### src/rtl/core/gcode_line_word_parser_top_defines.svh
// ------------------------------------------------------------------------------------------
// gcode_line_word_parser_top_defines.svh
// Assertion macros for the G-code line word parser. Empty bodies when SYNTHESIS is set.
// ------------------------------------------------------------------------------------------
`ifndef GCODE_LINE_WORD_PARSER_TOP_DEFINES_SVH
`define GCODE_LINE_WORD_PARSER_TOP_DEFINES_SVH

`ifndef SYNTHESIS
// Invariant or implication checked at every clock edge outside reset.
`define GCLWP_ASSERT(lbl, prop) \
	lbl: assert property (@(posedge clk) disable iff (!arst_n) prop) \
		else $error("gclwp assertion failed");
// Antecedent this cycle, consequent at the next edge.
`define GCLWP_ASSERT_NEXT(lbl, ante, cons) \
	lbl: assert property (@(posedge clk) disable iff (!arst_n) (ante) |=> (cons)) \
		else $error("gclwp assertion failed");
`else
`define GCLWP_ASSERT(lbl, prop)
`define GCLWP_ASSERT_NEXT(lbl, ante, cons)
`endif

`endif

### src/rtl/core/gclwp_pkg.sv
// ------------------------------------------------------------------------------------------
// gclwp_pkg
// Shared types, character codes and helpers for the G-code line word parser.
// ------------------------------------------------------------------------------------------
package gclwp_pkg;

	// number format
	localparam int FracDigits = 3;
	localparam int ValueBits  = 32;
	localparam int MagW       = ValueBits;
	localparam int FcW        = (FracDigits > 0) ? $clog2(FracDigits + 1) : 1;
	localparam longint unsigned Scale = 64'd10 ** FracDigits;
	localparam int ScaleW     = $clog2(Scale + 1);
	localparam int ProdW      = MagW + ScaleW;
	localparam logic [MagW-1:0] Cap = {1'b1, {(MagW-1){1'b0}}};

	// result words
	localparam int WordW    = 32;
	localparam int NumWords = 6;
	localparam int SlotX = 0;
	localparam int SlotY = 1;
	localparam int SlotZ = 2;
	localparam int SlotF = 3;
	localparam int SlotS = 4;
	localparam int SlotP = 5;

	// character codes
	localparam logic [7:0] ChSemi  = 8'h3B;
	localparam logic [7:0] ChParen = 8'h28;
	localparam logic [7:0] ChPoint = 8'h2E;
	localparam logic [7:0] ChMinus = 8'h2D;
	localparam logic [7:0] ChSpace = 8'h20;
	localparam logic [7:0] ChTab   = 8'h09;
	localparam logic [7:0] ChZero  = 8'h30;
	localparam logic [7:0] ChNine  = 8'h39;
	localparam logic [7:0] ChLowA  = 8'h61;
	localparam logic [7:0] ChLowZ  = 8'h7A;
	localparam logic [7:0] CaseGap = 8'h20;
	localparam logic [7:0] ChG = 8'h47;
	localparam logic [7:0] ChM = 8'h4D;
	localparam logic [7:0] ChX = 8'h58;
	localparam logic [7:0] ChY = 8'h59;
	localparam logic [7:0] ChZ = 8'h5A;
	localparam logic [7:0] ChF = 8'h46;
	localparam logic [7:0] ChS = 8'h53;
	localparam logic [7:0] ChP = 8'h50;

	// G and M code numbers
	localparam int NumG0   = 0;
	localparam int NumG1   = 1;
	localparam int NumG4   = 4;
	localparam int NumG21  = 21;
	localparam int NumG28  = 28;
	localparam int NumG90  = 90;
	localparam int NumG91  = 91;
	localparam int NumG92  = 92;
	localparam int NumM3   = 3;
	localparam int NumM3L  = 300;
	localparam int NumM5   = 5;
	localparam int NumM5L  = 500;
	localparam int NumM112 = 112;

	typedef enum logic [1:0] {
		PH_LETTER,
		PH_SKIPWS,
		PH_NUMBER
	} phase_t;

	typedef enum logic [3:0] {
		LT_OTHER,
		LT_G,
		LT_M,
		LT_X,
		LT_Y,
		LT_Z,
		LT_F,
		LT_S,
		LT_P
	} letter_t;

	typedef enum logic [3:0] {
		CMD_NONE,
		CMD_G0,
		CMD_G1,
		CMD_G4,
		CMD_G21,
		CMD_G28,
		CMD_G90,
		CMD_G91,
		CMD_G92,
		CMD_M3,
		CMD_M5,
		CMD_M112,
		CMD_UNKNOWN
	} cmd_t;

	// word in progress, handed to the finish logic
	typedef struct packed {
		logic [FcW-1:0]  frac_cnt;
		logic [MagW-1:0] mag;
		logic            neg;
		logic            nz;
		letter_t         letter;
		cmd_t            cmd;
	} word_state_t;

	// what closing a word does to the line
	typedef struct packed {
		cmd_t                cmd;
		logic [NumWords-1:0] slot_we;
		logic [WordW-1:0]    value;
	} finish_t;

	function automatic letter_t letter_code(input logic [7:0] c);
		letter_t l;
		case (c)
			ChG:     l = LT_G;
			ChM:     l = LT_M;
			ChX:     l = LT_X;
			ChY:     l = LT_Y;
			ChZ:     l = LT_Z;
			ChF:     l = LT_F;
			ChS:     l = LT_S;
			ChP:     l = LT_P;
			default: l = LT_OTHER;
		endcase
		return l;
	endfunction

	// 10 ** (FracDigits - fc): pads missing fraction digits
	function automatic logic [ScaleW-1:0] pad_scale(input logic [FcW-1:0] fc);
		longint unsigned s;
		s = 1;
		for (int k = 0; k < FracDigits; k++) begin
			if (k >= int'(fc)) begin
				s = s * 10;
			end
		end
		return ScaleW'(s);
	endfunction

endpackage

### src/rtl/core/gclwp_finish.sv
// ------------------------------------------------------------------------------------------
// gclwp_finish
// Closes one word: pads the fraction, saturates, forms the signed value and decodes G/M.
// ------------------------------------------------------------------------------------------
module gclwp_finish (
	input  gclwp_pkg::word_state_t ws,
	output gclwp_pkg::finish_t     fin
);

	logic [gclwp_pkg::ProdW-1:0] prod;
	logic [gclwp_pkg::MagW-1:0]  mag_pad;
	logic [gclwp_pkg::MagW-1:0]  bits;
	logic [63:0]                 mag_wide;
	logic                        code_ok;

	// integer part of the padded magnitude equals n
	function automatic logic in_band(input logic [63:0] m, input int n);
		return (m >= 64'(n) * gclwp_pkg::Scale) && (m < 64'(n + 1) * gclwp_pkg::Scale);
	endfunction

	always_comb begin
		prod = gclwp_pkg::ProdW'(ws.mag) *
			gclwp_pkg::ProdW'(gclwp_pkg::pad_scale(ws.frac_cnt));
		mag_pad = (prod > gclwp_pkg::ProdW'(gclwp_pkg::Cap)) ? gclwp_pkg::Cap
			: gclwp_pkg::MagW'(prod);
		if (ws.neg) begin
			bits = gclwp_pkg::MagW'(0) - mag_pad;
		end else begin
			bits = (mag_pad < gclwp_pkg::Cap) ? mag_pad
				: gclwp_pkg::Cap - gclwp_pkg::MagW'(1);
		end
		mag_wide = 64'(mag_pad);
		code_ok  = !(ws.neg && (mag_wide >= gclwp_pkg::Scale));
	end

	always_comb begin
		fin.cmd     = ws.cmd;
		fin.slot_we = '0;
		fin.value   = gclwp_pkg::WordW'($signed(bits));
		case (ws.letter)
			gclwp_pkg::LT_G: begin
				if (!code_ok)                                fin.cmd = gclwp_pkg::CMD_UNKNOWN;
				else if (in_band(mag_wide, gclwp_pkg::NumG0))  fin.cmd = gclwp_pkg::CMD_G0;
				else if (in_band(mag_wide, gclwp_pkg::NumG1))  fin.cmd = gclwp_pkg::CMD_G1;
				else if (in_band(mag_wide, gclwp_pkg::NumG4))  fin.cmd = gclwp_pkg::CMD_G4;
				else if (in_band(mag_wide, gclwp_pkg::NumG21)) fin.cmd = gclwp_pkg::CMD_G21;
				else if (in_band(mag_wide, gclwp_pkg::NumG28)) fin.cmd = gclwp_pkg::CMD_G28;
				else if (in_band(mag_wide, gclwp_pkg::NumG90)) fin.cmd = gclwp_pkg::CMD_G90;
				else if (in_band(mag_wide, gclwp_pkg::NumG91)) fin.cmd = gclwp_pkg::CMD_G91;
				else if (in_band(mag_wide, gclwp_pkg::NumG92)) fin.cmd = gclwp_pkg::CMD_G92;
				else                                           fin.cmd = gclwp_pkg::CMD_UNKNOWN;
			end
			gclwp_pkg::LT_M: begin
				if (!code_ok) begin
					fin.cmd = gclwp_pkg::CMD_UNKNOWN;
				end else if (in_band(mag_wide, gclwp_pkg::NumM3)
						|| in_band(mag_wide, gclwp_pkg::NumM3L)) begin
					fin.cmd = gclwp_pkg::CMD_M3;
				end else if (in_band(mag_wide, gclwp_pkg::NumM5)
						|| in_band(mag_wide, gclwp_pkg::NumM5L)) begin
					fin.cmd = gclwp_pkg::CMD_M5;
				end else if (in_band(mag_wide, gclwp_pkg::NumM112)) begin
					fin.cmd = gclwp_pkg::CMD_M112;
				end else begin
					fin.cmd = gclwp_pkg::CMD_UNKNOWN;
				end
			end
			gclwp_pkg::LT_X: fin.slot_we[gclwp_pkg::SlotX] = 1'b1;
			gclwp_pkg::LT_Y: fin.slot_we[gclwp_pkg::SlotY] = 1'b1;
			gclwp_pkg::LT_Z: begin
				fin.slot_we[gclwp_pkg::SlotZ] = 1'b1;
				// lone Z: spindle on if truly negative, otherwise off
				if (ws.cmd == gclwp_pkg::CMD_NONE) begin
					fin.cmd = (ws.neg && ws.nz) ? gclwp_pkg::CMD_M3 : gclwp_pkg::CMD_M5;
				end
			end
			gclwp_pkg::LT_F: fin.slot_we[gclwp_pkg::SlotF] = 1'b1;
			gclwp_pkg::LT_S: fin.slot_we[gclwp_pkg::SlotS] = 1'b1;
			gclwp_pkg::LT_P: fin.slot_we[gclwp_pkg::SlotP] = 1'b1;
			default: ;
		endcase
	end

endmodule

### src/rtl/core/gcode_line_word_parser_top.sv
// ------------------------------------------------------------------------------------------
// gcode_line_word_parser_top
// Parses one G-code line, a byte per item, into command type, presence mask and six values.
// ------------------------------------------------------------------------------------------
// Usage:
//  - Character channel: ch, end_of_line with char_valid / char_stall. One byte per item;
//    an item with end_of_line set closes the line (its ch is ignored).
//  - Result channel: cmd_type, present_mask and x/y/z/f/s/p_value with result_valid /
//    result_stall. Exactly one result per end_of_line item, none for ordinary bytes.
//  - Values are signed thousandths; absent words read as zero.
//  - Throughput: one item per clock, sustained while result_stall is low, any byte pattern.
//  - Path: input register, then one pass of decode, multiply-by-ten accumulate or word
//    close (fraction padding multiply, saturation, G/M decode), then the result register.
//  - When result_stall holds a waiting result, the input register still takes one more
//    item; char_stall rises only when both registers are full.
//  - Reset (arst_n low) empties both registers and clears the line state; the parser then
//    waits for the first letter of a fresh line.
// ------------------------------------------------------------------------------------------
`include "gcode_line_word_parser_top_defines.svh"

module gcode_line_word_parser_top (
	input  logic                clk,
	input  logic                arst_n,
	input  logic [7:0]          ch,
	input  logic                end_of_line,
	input  logic                char_valid,
	output logic                char_stall,
	output logic [3:0]          cmd_type,
	output logic [5:0]          present_mask,
	output logic signed [31:0]  x_value,
	output logic signed [31:0]  y_value,
	output logic signed [31:0]  z_value,
	output logic signed [31:0]  f_value,
	output logic signed [31:0]  s_value,
	output logic signed [31:0]  p_value,
	output logic                result_valid,
	input  logic                result_stall
);

	localparam int PushW = gclwp_pkg::MagW + 4;

	// input register
	logic       valid_s1;
	logic [7:0] ch_s1;
	logic       eol_s1;

	// result register
	logic                                  valid_s2;
	gclwp_pkg::cmd_t                       cmd_s2;
	logic [gclwp_pkg::NumWords-1:0]        pres_s2;
	logic [gclwp_pkg::WordW-1:0]           val_s2 [gclwp_pkg::NumWords];

	// line state
	gclwp_pkg::phase_t              phase_q, phase_d;
	logic                           comment_q, comment_d;
	gclwp_pkg::letter_t             letter_q, letter_d;
	logic [gclwp_pkg::MagW-1:0]     mag_q, mag_d;
	logic                           neg_q, neg_d;
	logic                           point_q, point_d;
	logic                           stop_q, stop_d;
	logic [gclwp_pkg::FcW-1:0]      fc_q, fc_d;
	logic                           nz_q, nz_d;
	gclwp_pkg::cmd_t                cmd_q, cmd_d;
	logic [gclwp_pkg::NumWords-1:0] pres_q, pres_d;
	logic [gclwp_pkg::WordW-1:0]    word_q [gclwp_pkg::NumWords];

	logic                           advance;
	logic                           fire;
	logic [7:0]                     c;
	logic                           blank;
	logic                           numeric;
	logic                           finish_en;
	logic                           take_letter;
	logic                           take_num;
	logic [PushW-1:0]               push_sum;
	logic [gclwp_pkg::MagW-1:0]     push_mag;
	gclwp_pkg::word_state_t         ws;
	gclwp_pkg::finish_t             fin;
	gclwp_pkg::cmd_t                res_cmd;
	logic [gclwp_pkg::WordW-1:0]    res_val [gclwp_pkg::NumWords];

	// ---------------------------------------------------------------- handshake
	// the result register frees when empty or when its item is taken
	assign advance    = !valid_s2 || !result_stall;
	assign fire       = valid_s1 && advance;
	assign char_stall = valid_s1 && !advance;

	always_ff @(posedge clk or negedge arst_n) begin
		if (!arst_n) begin
			valid_s1 <= 1'b0;
		end else if (!char_stall) begin
			valid_s1 <= char_valid;
		end
	end

	always_ff @(posedge clk) begin
		if (char_valid && !char_stall) begin
			ch_s1  <= ch;
			eol_s1 <= end_of_line;
		end
	end

	// ---------------------------------------------------------------- byte decode
	always_comb begin
		c = ch_s1;
		if (ch_s1 >= gclwp_pkg::ChLowA && ch_s1 <= gclwp_pkg::ChLowZ) begin
			c = ch_s1 - gclwp_pkg::CaseGap;
		end
		blank   = (c == gclwp_pkg::ChSpace) || (c == gclwp_pkg::ChTab);
		numeric = (c >= gclwp_pkg::ChZero && c <= gclwp_pkg::ChNine)
			|| (c == gclwp_pkg::ChPoint) || (c == gclwp_pkg::ChMinus);
	end

	// acc * 10 + digit, saturating at the magnitude cap
	always_comb begin
		push_sum = ({4'b0, mag_q} << 3) + ({4'b0, mag_q} << 1) + PushW'(c[3:0]);
		push_mag = (push_sum > PushW'(gclwp_pkg::Cap)) ? gclwp_pkg::Cap
			: gclwp_pkg::MagW'(push_sum);
	end

	// ---------------------------------------------------------------- word close
	assign ws = '{frac_cnt: fc_q, mag: mag_q, neg: neg_q, nz: nz_q,
		letter: letter_q, cmd: cmd_q};

	gclwp_finish u_finish (
		.ws  (ws),
		.fin (fin)
	);

	// ---------------------------------------------------------------- next state
	always_comb begin
		phase_d     = phase_q;
		comment_d   = comment_q;
		letter_d    = letter_q;
		mag_d       = mag_q;
		neg_d       = neg_q;
		point_d     = point_q;
		stop_d      = stop_q;
		fc_d        = fc_q;
		nz_d        = nz_q;
		cmd_d       = cmd_q;
		pres_d      = pres_q;
		finish_en   = 1'b0;
		take_letter = 1'b0;
		take_num    = 1'b0;

		if (eol_s1) begin
			finish_en = (phase_q != gclwp_pkg::PH_LETTER);
		end else if (!comment_q) begin
			if (c == gclwp_pkg::ChSemi || c == gclwp_pkg::ChParen) begin
				finish_en = (phase_q != gclwp_pkg::PH_LETTER);
				comment_d = 1'b1;
			end else if (phase_q == gclwp_pkg::PH_LETTER) begin
				take_letter = 1'b1;
			end else if (phase_q == gclwp_pkg::PH_SKIPWS && blank) begin
				// blanks between letter and number
			end else if (numeric) begin
				take_num = 1'b1;
			end else begin
				finish_en   = 1'b1;
				take_letter = 1'b1;
			end
		end

		if (finish_en) begin
			cmd_d   = fin.cmd;
			pres_d  = pres_q | fin.slot_we;
			phase_d = gclwp_pkg::PH_LETTER;
		end

		if (take_letter && !blank) begin
			letter_d = gclwp_pkg::letter_code(c);
			mag_d    = '0;
			neg_d    = 1'b0;
			point_d  = 1'b0;
			stop_d   = 1'b0;
			fc_d     = '0;
			nz_d     = 1'b0;
			phase_d  = gclwp_pkg::PH_SKIPWS;
		end

		if (take_num) begin
			if (phase_q == gclwp_pkg::PH_SKIPWS) begin
				phase_d = gclwp_pkg::PH_NUMBER;
			end
			if (phase_q == gclwp_pkg::PH_SKIPWS && c == gclwp_pkg::ChMinus) begin
				neg_d = 1'b1;   // leading sign
			end else if (stop_q) begin
				// rest of the run is swallowed
			end else if (c == gclwp_pkg::ChMinus) begin
				stop_d = 1'b1;
			end else if (c == gclwp_pkg::ChPoint) begin
				if (point_q) begin
					stop_d = 1'b1;
				end else begin
					point_d = 1'b1;
				end
			end else begin
				if (c[3:0] != 4'd0) begin
					nz_d = 1'b1;
				end
				if (!point_q) begin
					mag_d = push_mag;
				end else if (int'(fc_q) < gclwp_pkg::FracDigits) begin
					mag_d = push_mag;
					fc_d  = fc_q + gclwp_pkg::FcW'(1);
				end
			end
		end
	end

	// ---------------------------------------------------------------- result
	always_comb begin
		res_cmd = cmd_d;
		if (cmd_d == gclwp_pkg::CMD_NONE
				&& (pres_d[gclwp_pkg::SlotX] || pres_d[gclwp_pkg::SlotY])) begin
			res_cmd = gclwp_pkg::CMD_G1;   // bare X/Y means linear move
		end
		for (int k = 0; k < gclwp_pkg::NumWords; k++) begin
			if (!pres_d[k]) begin
				res_val[k] = '0;
			end else if (finish_en && fin.slot_we[k]) begin
				res_val[k] = fin.value;
			end else begin
				res_val[k] = word_q[k];
			end
		end
	end

	// ---------------------------------------------------------------- state registers
	always_ff @(posedge clk or negedge arst_n) begin
		if (!arst_n) begin
			phase_q   <= gclwp_pkg::PH_LETTER;
			comment_q <= 1'b0;
			letter_q  <= gclwp_pkg::LT_OTHER;
			mag_q     <= '0;
			neg_q     <= 1'b0;
			point_q   <= 1'b0;
			stop_q    <= 1'b0;
			fc_q      <= '0;
			nz_q      <= 1'b0;
			cmd_q     <= gclwp_pkg::CMD_NONE;
			pres_q    <= '0;
		end else if (fire) begin
			if (eol_s1) begin
				phase_q   <= gclwp_pkg::PH_LETTER;
				comment_q <= 1'b0;
				letter_q  <= gclwp_pkg::LT_OTHER;
				mag_q     <= '0;
				neg_q     <= 1'b0;
				point_q   <= 1'b0;
				stop_q    <= 1'b0;
				fc_q      <= '0;
				nz_q      <= 1'b0;
				cmd_q     <= gclwp_pkg::CMD_NONE;
				pres_q    <= '0;
			end else begin
				phase_q   <= phase_d;
				comment_q <= comment_d;
				letter_q  <= letter_d;
				mag_q     <= mag_d;
				neg_q     <= neg_d;
				point_q   <= point_d;
				stop_q    <= stop_d;
				fc_q      <= fc_d;
				nz_q      <= nz_d;
				cmd_q     <= cmd_d;
				pres_q    <= pres_d;
			end
		end
	end

	// stored values are only read behind their presence bit
	always_ff @(posedge clk) begin
		for (int k = 0; k < gclwp_pkg::NumWords; k++) begin
			if (fire && finish_en && fin.slot_we[k]) begin
				word_q[k] <= fin.value;
			end
		end
	end

	// ---------------------------------------------------------------- result register
	always_ff @(posedge clk or negedge arst_n) begin
		if (!arst_n) begin
			valid_s2 <= 1'b0;
		end else if (advance) begin
			valid_s2 <= valid_s1 && eol_s1;
		end
	end

	always_ff @(posedge clk) begin
		if (fire && eol_s1) begin
			cmd_s2  <= res_cmd;
			pres_s2 <= pres_d;
			for (int k = 0; k < gclwp_pkg::NumWords; k++) begin
				val_s2[k] <= res_val[k];
			end
		end
	end

	assign result_valid = valid_s2;
	assign cmd_type     = cmd_s2;
	assign present_mask = pres_s2;
	assign x_value      = $signed(val_s2[gclwp_pkg::SlotX]);
	assign y_value      = $signed(val_s2[gclwp_pkg::SlotY]);
	assign z_value      = $signed(val_s2[gclwp_pkg::SlotZ]);
	assign f_value      = $signed(val_s2[gclwp_pkg::SlotF]);
	assign s_value      = $signed(val_s2[gclwp_pkg::SlotS]);
	assign p_value      = $signed(val_s2[gclwp_pkg::SlotP]);

	// ---------------------------------------------------------------- assertions
	`GCLWP_ASSERT(a_stall_when_full, char_stall |-> (valid_s1 && valid_s2 && result_stall))
	`GCLWP_ASSERT_NEXT(a_eol_clears_line, (fire && eol_s1),
		(phase_q == gclwp_pkg::PH_LETTER && pres_q == '0 && !comment_q))
	`GCLWP_ASSERT_NEXT(a_no_result_mid_line, (fire && !eol_s1), !valid_s2)
	`GCLWP_ASSERT(a_z_sets_command, pres_q[gclwp_pkg::SlotZ] |-> (cmd_q != gclwp_pkg::CMD_NONE))
	`GCLWP_ASSERT(a_no_fraction_before_point, !point_q |-> (fc_q == '0))

endmodule
### config.mk
export PLATFORM = sky130hd
export DESIGN_NAME = gcode_line_word_parser_top
export DESIGN_NICKNAME = d
export VERILOG_FILES = /design/src/rtl/core/gclwp_pkg.sv /design/src/rtl/core/gclwp_finish.sv /design/src/rtl/core/gcode_line_word_parser_top.sv
export VERILOG_INCLUDE_DIRS = /design/src /design/src/rtl/core
export SDC_FILE = /design/constraint.sdc
export NUM_CORES = 1
export LEC_CHECK = 0
export BUFFER_PORTS_ARGS = -buffer_cell sky130_fd_sc_hd__buf_2
export CORE_MARGIN = 2
export CORE_UTILIZATION = 50
export DETAILED_ROUTE_END_ITERATION = 10
export HOLD_SLACK_MARGIN = 0.12
export PLACE_DENSITY = 0.68
export SLEW_MARGIN = 5
export SYNTH_ARGS = -nofsm -noshare
export SYNTH_HDL_FRONTEND = slang
export SYNTH_SLANG_ARGS = --single-unit
### constraint.sdc
create_clock -name clk -period 10.2 [get_ports clk]
set_input_delay 1.02 -clock clk [delete_from_list [all_inputs] [get_ports clk]]
set_output_delay 1.02 -clock clk [all_outputs]
set_load 0.05 [all_outputs]
==> reports/metrics.yaml, run 1 <==
status: "completed"
power_mw: 4.15
slowest_stage: "a221oi_1"
nNetsFinal: 3765
final-instance-count-excl-fill: 4263
critPathCaptureType: "register"
ant_nets: 0
min_path_type: "reg -> reg"
synthDistinctLibCells: 112
rows: 94
ys_ff_latch: 460
peakVddDrop_v: 0.000110
dp.cells: 4172
skew_ns: 0.0235
hold_viol: 0
hpwl_mm: 74.2
setup_tns_ns: 0
ctsHoldBuffers: 0
setup.worst_path.start_class: "register"
slew_headroom: 0.210
grt_pass1_vias: 26300
clk_pin_slew_worst_paths_ns: 0.06
maxCapViolCount: 0
drive_gt1_frac: 0.139
ys_seq_area_frac: 0.410
port_buffers: 216
via_per_inst: 6.15
synth_ff_type: "edfxtp_1"
cts_made_buffers: 47
grt_pass1_wl_mm: 155
crit_path_max_incr_delay_ns: 0.57
worst_slew_pin_slew_ns: 1.15
syn_area_per_cell_um2: 10.2
cts_sinks: 460
wl_per_cell_um: 23.6
fmax_mhz: 102
layout_min_cycle_time_ns: 9.79
initial_core_util: 0.503
grt_max_degree: 125
fillCellCount: 5576
synth_cells: 3221
wirelength_mm: 101
place_congestion: 0.973
htreeDepth: 2
crit_fanout: 14
diodes: 0
synth_async_sr_flop_share: 0.124
hold_slack_ns: 0.495
power_density_nw_per_um2: 113
drc: 0
area_delta_synth_final_pct: 11.0
syn-cell-area_um2: 33000
timing.final.crit_share: 0.960
io_pins: 217
yosysWarnings: 0
mappedNetlistNets: 3625
cts_tree: "yes"
overflow: 0
critPathKind: "reg -> reg"
fp.coreArea_um2: 65500
crit_top_cell: "inv_1"
num_vias: 26200
regArea_um2: 13500
die_h_um: 261
worstPathArrival_ns: 10.10
multi_input_area_um2: 17600
die_area_um2: 68000
required_ns: 10.51
synth-edff-count: 403
root_buffer: "clkbuf_16"
first_iter_violations: 2428
antenna_found_initial: 0
firstDrtPassIters: 6
dieWidth_um: 261
maxSlewViolCount: 0
clk-insertion-delay-late_ns: 0.60
setup_viol: 0
leakagePower_nw: 16.0
clk_path_buf_depth: 3
grt.total_usage: 0.297
cells in the mapped netlist (all sizes together), types with 9 or more instances:
library cell	count	area, µm²
ha	150	1880
o21a	26	195
nor3	49	270
a2111oi	10	128
a31o	14	123
dfrtp	57	1430
a31oi	37	250
a21oi	127	643
o22ai	11	75.1
o31ai	16	120
buf	37	210
o21ai	264	1340
mux2i	14	165
edfxtp	403	12100
or3	20	125
nand2	361	1370
nand2b	18	120
fa	241	4820
o211ai	17	128
nor2	127	479
nor2b	19	119
xor2	20	194
xnor2	22	193
o21bai	10	75.1
o221ai	12	118
a21o	44	330
nor4	23	150
inv	322	1210
and3	21	131
o41ai	9	105
or2	16	100
a211oi	23	210
nand3	225	1130
nand4	35	231
clkbuf	160	601
a211o	9	78.8
and2	95	594
a22o	21	184
area by class of cell:
class	instances	share of cell area
Clock buffer	53	0.0327
Tap cell	864	0.0295
Timing Repair Buffer	288	0.0448
Sequential cell	460	0.370
Clock inverter	34	0.00909
Inverter	324	0.0334
Multi-Input combinational cell	2240	0.481
through the flow:
step | area (µm²) | utilization | worst slack (ns)
floorplan | 33000 | - | 0.876
global placement | 34900 | 0.533 | 0.171
detailed placement | 34900 | 0.533 | -0.0810
CTS | 36500 | 0.557 | 0.163
global route | 36600 | 0.559 | -0.00614
finish | 36600 | 0.559 | 0.409
logic make-up (layout without fill, tap and decap cells):
logic type,count (synthesis),in the layout,share of synthesized area
AND/OR/NAND/NOR,1059,1059,0.159
buffers and inverters,521,699,0.0615
flip-flops,460,460,0.410
multiplexers,14,14,0.00501
XOR/XNOR,42,42,0.0117
AO/OA/AOI/OAI,734,734,0.149
adder cells (fa/ha/maj),391,391,0.203
placed cells by master (no fill, tap or decap), drive strengths merged, types with 16 or more instances in the layout:
master	n
dfrtp	57
a21oi	127
nand2b	18
clkinv	26
o21a	26
and2	95
buf	288
a31oi	37
clkbuf	53
o31ai	16
nand4	35
edfxtp	403
xor2	20
and3	21
nand3	225
o211ai	17
a22o	21
a211oi	23
ha	150
nor4	23
fa	241
nor2	127
inv	325
nand2	361
a21o	44
nor3	49
or2	16
o21ai	264
xnor2	22
or3	20
nor2b	19
worst max-delay path: cells and delay by family (launching register included):
family                   cells  cell delay (ns)
adder cells (fa/ha/maj)      8             3.59
AND/OR/NAND/NOR              4             0.98
AO/OA/AOI/OAI               10             3.32
buffers and inverters        8             0.94
multiplexers                 1             0.29
flip-flops                   1             0.39
per-layer routing:
| layer | share of wire | track usage |
|---|---|---|
| met1 | 0.39 | 0.382 |
| met2 | 0.49 | 0.507 |
| met3 | 0.074 | 0.0371 |
| met4 | 0.046 | 0.125 |
| met5 | 0 | 0 |
flip-flops by register name (all words and copies together) (netlist names), 2 cells and up:
register      count
fc_q              2
ch_s1             8
word_q          192
present_mask      6
phase_q           2
letter_q          4
cmd_q             4
mag_q            32
cmd_type          4
pres_q            6
val_s2          192
timing repair:
| action | 4_1_cts | 5_1_grt |
|---|---|---|
| pin swaps | 0 | 2 |
| setup endpoints to repair | 25 | 176 |
| setup buffers | 0 | 4 |
| gates resized for setup | 1 | 20 |
power breakdown:
| part | switching (mW) | internal (mW) | total [mW] |
|---|---|---|---|
| Sequential | 0.0300 | 2.09 | 2.12 |
| Combinational | 0.260 | 0.0632 | 0.323 |
| Clock | 0.746 | 0.959 | 1.71 |
path summary, 6_finish.rpt:
| kind | start | cells past startpoint | slack [ns] | end |
|---|---|---|---|---|
| setup / recovery | fc_q[1] | 31 | 0.41 | word_q[0][22] |
| hold / removal | nz_q | 2 | 0.49 | nz_q |
| setup reg to reg | fc_q[1] | 31 | 0.41 | word_q[0][22] |
| hold reg to reg | nz_q | 2 | 0.49 | nz_q |
| max in group asynchronous | arst_n | 2 | 9.04 | pres_q[5] |
| min in group asynchronous | arst_n | 2 | 0.58 | comment_q |
Power figures use the tool's default switching activity.
==> run 2: changes to the inputs <==
- ABC_AREA: unset -> 1
- CORE_UTILIZATION: 50 -> 57
- PLACE_DENSITY: 0.68 -> 0.76
==> run 2 against run 1 <==
Compared with the run above:
- setup slack improved by 0.26 ns
- count of clock-buffer cells in the layout increased by 11
- clock power about the same
- synthesized area increased by 5.6%
- first-iteration DRC count decreased by 2.4%
- sequential cell count unchanged
- utilization increased by 7.6 points
- sequential power about the same
- register-to-register slack improved by 0.26 ns
- largest cell class unchanged
- critical path depth increased by 10
- die area decreased by 7.3%
- synthesized cell count increased by 31%
==> reports/metrics.yaml, run 2 <==
status: "completed"
fillCellCount: 5074
skew_ns: 0.0601
final.setup.worst_slack_ns: 0.666
die_area_um2: 63100
ctsHoldBuffers: 0
ys_seq_area_frac: 0.388
netlist_top_cells_count: "nand2_1 (1251), inv_1 (764), edfxtp_1 (403), nor2_1 (315), fa_1 (241)"
yosysMostFrequentCell: "nand2_1"
drc: 0
required_ns: 10.54
firstDrtPassIters: 6
layout_min_cycle_time_ns: 9.53
pre_cts_slack_ns: 0.392
r2r_slack_ns: 0.67
synth.top_cell.area_share: 0.348
cts_tree: "yes"
clk_path_buf_depth: 3
mappedNetlistNets: 4616
synth_async_sr_flop_share: 0.124
worst_slew_pin_slew_ns: 1.24
port_buffers: 216
critPathCaptureType: "register"
fp.coreArea_um2: 60400
crit_top_cell: "inv_1"
hp-start: "pres_q[4]"
worstPathArrival_ns: 9.88
peakVddDrop_v: 0.000108
maxCapViolCount: 0
grt_max_degree: 87
synth_ff_type: "edfxtp_1"
die_h_um: 251
grt_pass1_vias: 28400
drive_gt1_frac: 0.103
power_frac_comb: 0.115
power_switching_mw: 1.18
maxSlewViolCount: 0
slew_headroom: 0.173
clk_pin_slew_worst_paths_ns: 0.06
ant_nets: 0
timing.rr.end: "val_s2[1][23]"
root_buffer: "clkbuf_16"
overflow: 0
clkPwrFrac: 0.394
hold_end: "pres_q[4]"
critPathKind: "reg -> reg"
grt.total_usage: 0.320
setup_viol: 0
slowest_stage: "fa_1"
synthDistinctLibCells: 64
via_per_inst: 5.50
dieWidth_um: 251
min_path_type: "reg -> reg"
final_common_cell: "nand2_1"
grt_pass1_wl_mm: 157
worst_r2r_path_depth: 41
intPower_mw: 3.20
nNetsFinal: 4786
wl_per_cell_um: 19.0
synthTopCellsByArea: "edfxtp_1 (35%), fa_1 (14%), nand2_1 (13%)"
fmax_mhz: 105
ys_ff_latch: 460
syn-cell-area_um2: 34800
first_iter_violations: 2370
yosysTopAreaCell: "edfxtp_1"
post_cts_buffers: 0
hpwl_mm: 74.9
setup.worst_path.start_class: "register"
syn_area_per_cell_um2: 8.27
leakagePower_nw: 20.7
crit_fanout: 15
power_density_nw_per_um2: 114
rsz0062_at_grt: "false"
swShare: 0.269
reg_top3: "val_s2: 192 flops, word_q: 192 flops, mag_q: 32 flops"
area_delta_synth_final_pct: 10.0
cts_sinks: 460
htreeDepth: 2
clk-insertion-delay-late_ns: 0.61
crit_path_max_incr_delay_ns: 0.56
diodes: 0
antenna_found_initial: 0
yosysWarnings: 0
initial_core_util: 0.577
place_congestion: 1.02
p_seq_frac: 0.491
power_mw: 4.37
cts_resized: 0
synth_cells: 4212
num_vias: 28600
hold_viol: 0
timing.final.crit_share: 0.935
wirelength_mm: 98.6
synth-edff-count: 403
cts_made_buffers: 46
whs_path_depth: 1
most-common-layout-cells: "nand2_1 (1247), inv_1 (764), edfxtp_1 (403)"
rr_startpoint: "fc_q[0]"
rows: 90
setup_tns_ns: 0
io_pins: 217
run 2: stage by stage:
step	hold WS [ns]	cell area, µm²	utilization	std cells
final	0.499	38300	0.635	5202
after detailed placement	0.484	36800	0.609	5116
after floorplan	0.471	34800	-	4212
after global placement	0.476	36800	0.609	5116
after global routing	0.504	38300	0.635	5202
after CTS	0.498	38300	0.634	5202
run 2: power by group through the flow:
stage          clock network (mW)  registers (mW)  logic [mW]
2_1_floorplan                   0            2.34       0.178
3_3_place_gp                    0            2.18       0.495
3_5_place_dp                    0            2.18       0.498
4_1_cts                      1.73            2.15       0.499
5_1_grt                      1.81            2.15       0.531
6_report                     1.72            2.15       0.502
run 2: worst max-delay path by stage:
stage,start,end,slack [ns],depth (start not counted)
final,fc_q[0],val_s2[1][23],0.67,41
after detailed placement,fc_q[1],val_s2[2][4],0.39,37
after global placement,fc_q[1],val_s2[1][23],0.50,42
after global routing,fc_q[0],val_s2[1][23],0.08,45
after CTS,fc_q[0],val_s2[2][4],0.32,36
after floorplan,fc_q[0],val_s2[4][24],1.77,44
run 2: layout make-up:
type / instances / area, µm² / area share
Sequential cell: 460 / 13500 / 0.353
Multi-Input combinational cell: 2810 / 17800 / 0.464
Clock buffer: 64 / 1230 / 0.0321
Inverter: 793 / 2980 / 0.0779
Timing Repair Buffer: 271 / 1490 / 0.0390
Clock inverter: 22 / 305 / 0.00797
Tap cell: 782 / 978 / 0.0255
run 2: critical path: cells and delay by family (launching register included):
kind / cells / cell delay [ns]
AND/OR/NAND/NOR: 18 / 3.49
buffers and inverters: 14 / 1.63
adder cells (fa/ha/maj): 7 / 3.12
flip-flops: 1 / 0.48
AO/OA/AOI/OAI: 2 / 0.47
run 2: cell families (layout without fill, tap and decap cells):
family / Yosys count / after routing / share of synthesized area
simple gates: 1907 / 1907 / 0.228
buf+inv: 942 / 1150 / 0.104
compound gates: 472 / 472 / 0.0763
flops: 460 / 460 / 0.388
fa+ha+maj: 391 / 391 / 0.192
xor+xnor: 39 / 39 / 0.0110
mux: 1 / 1 / 0.000287
run 2: metal layers:
layer / global-route usage / wire (µm) / vias to the layer above
met5: 0 / 0 / -
met4: 0.165 / 5500 / 0
met3: 0.0406 / 6760 / 257
met2: 0.554 / 48300 / 1218
met1: 0.395 / 38000 / 13500
li1: - / - / 13600
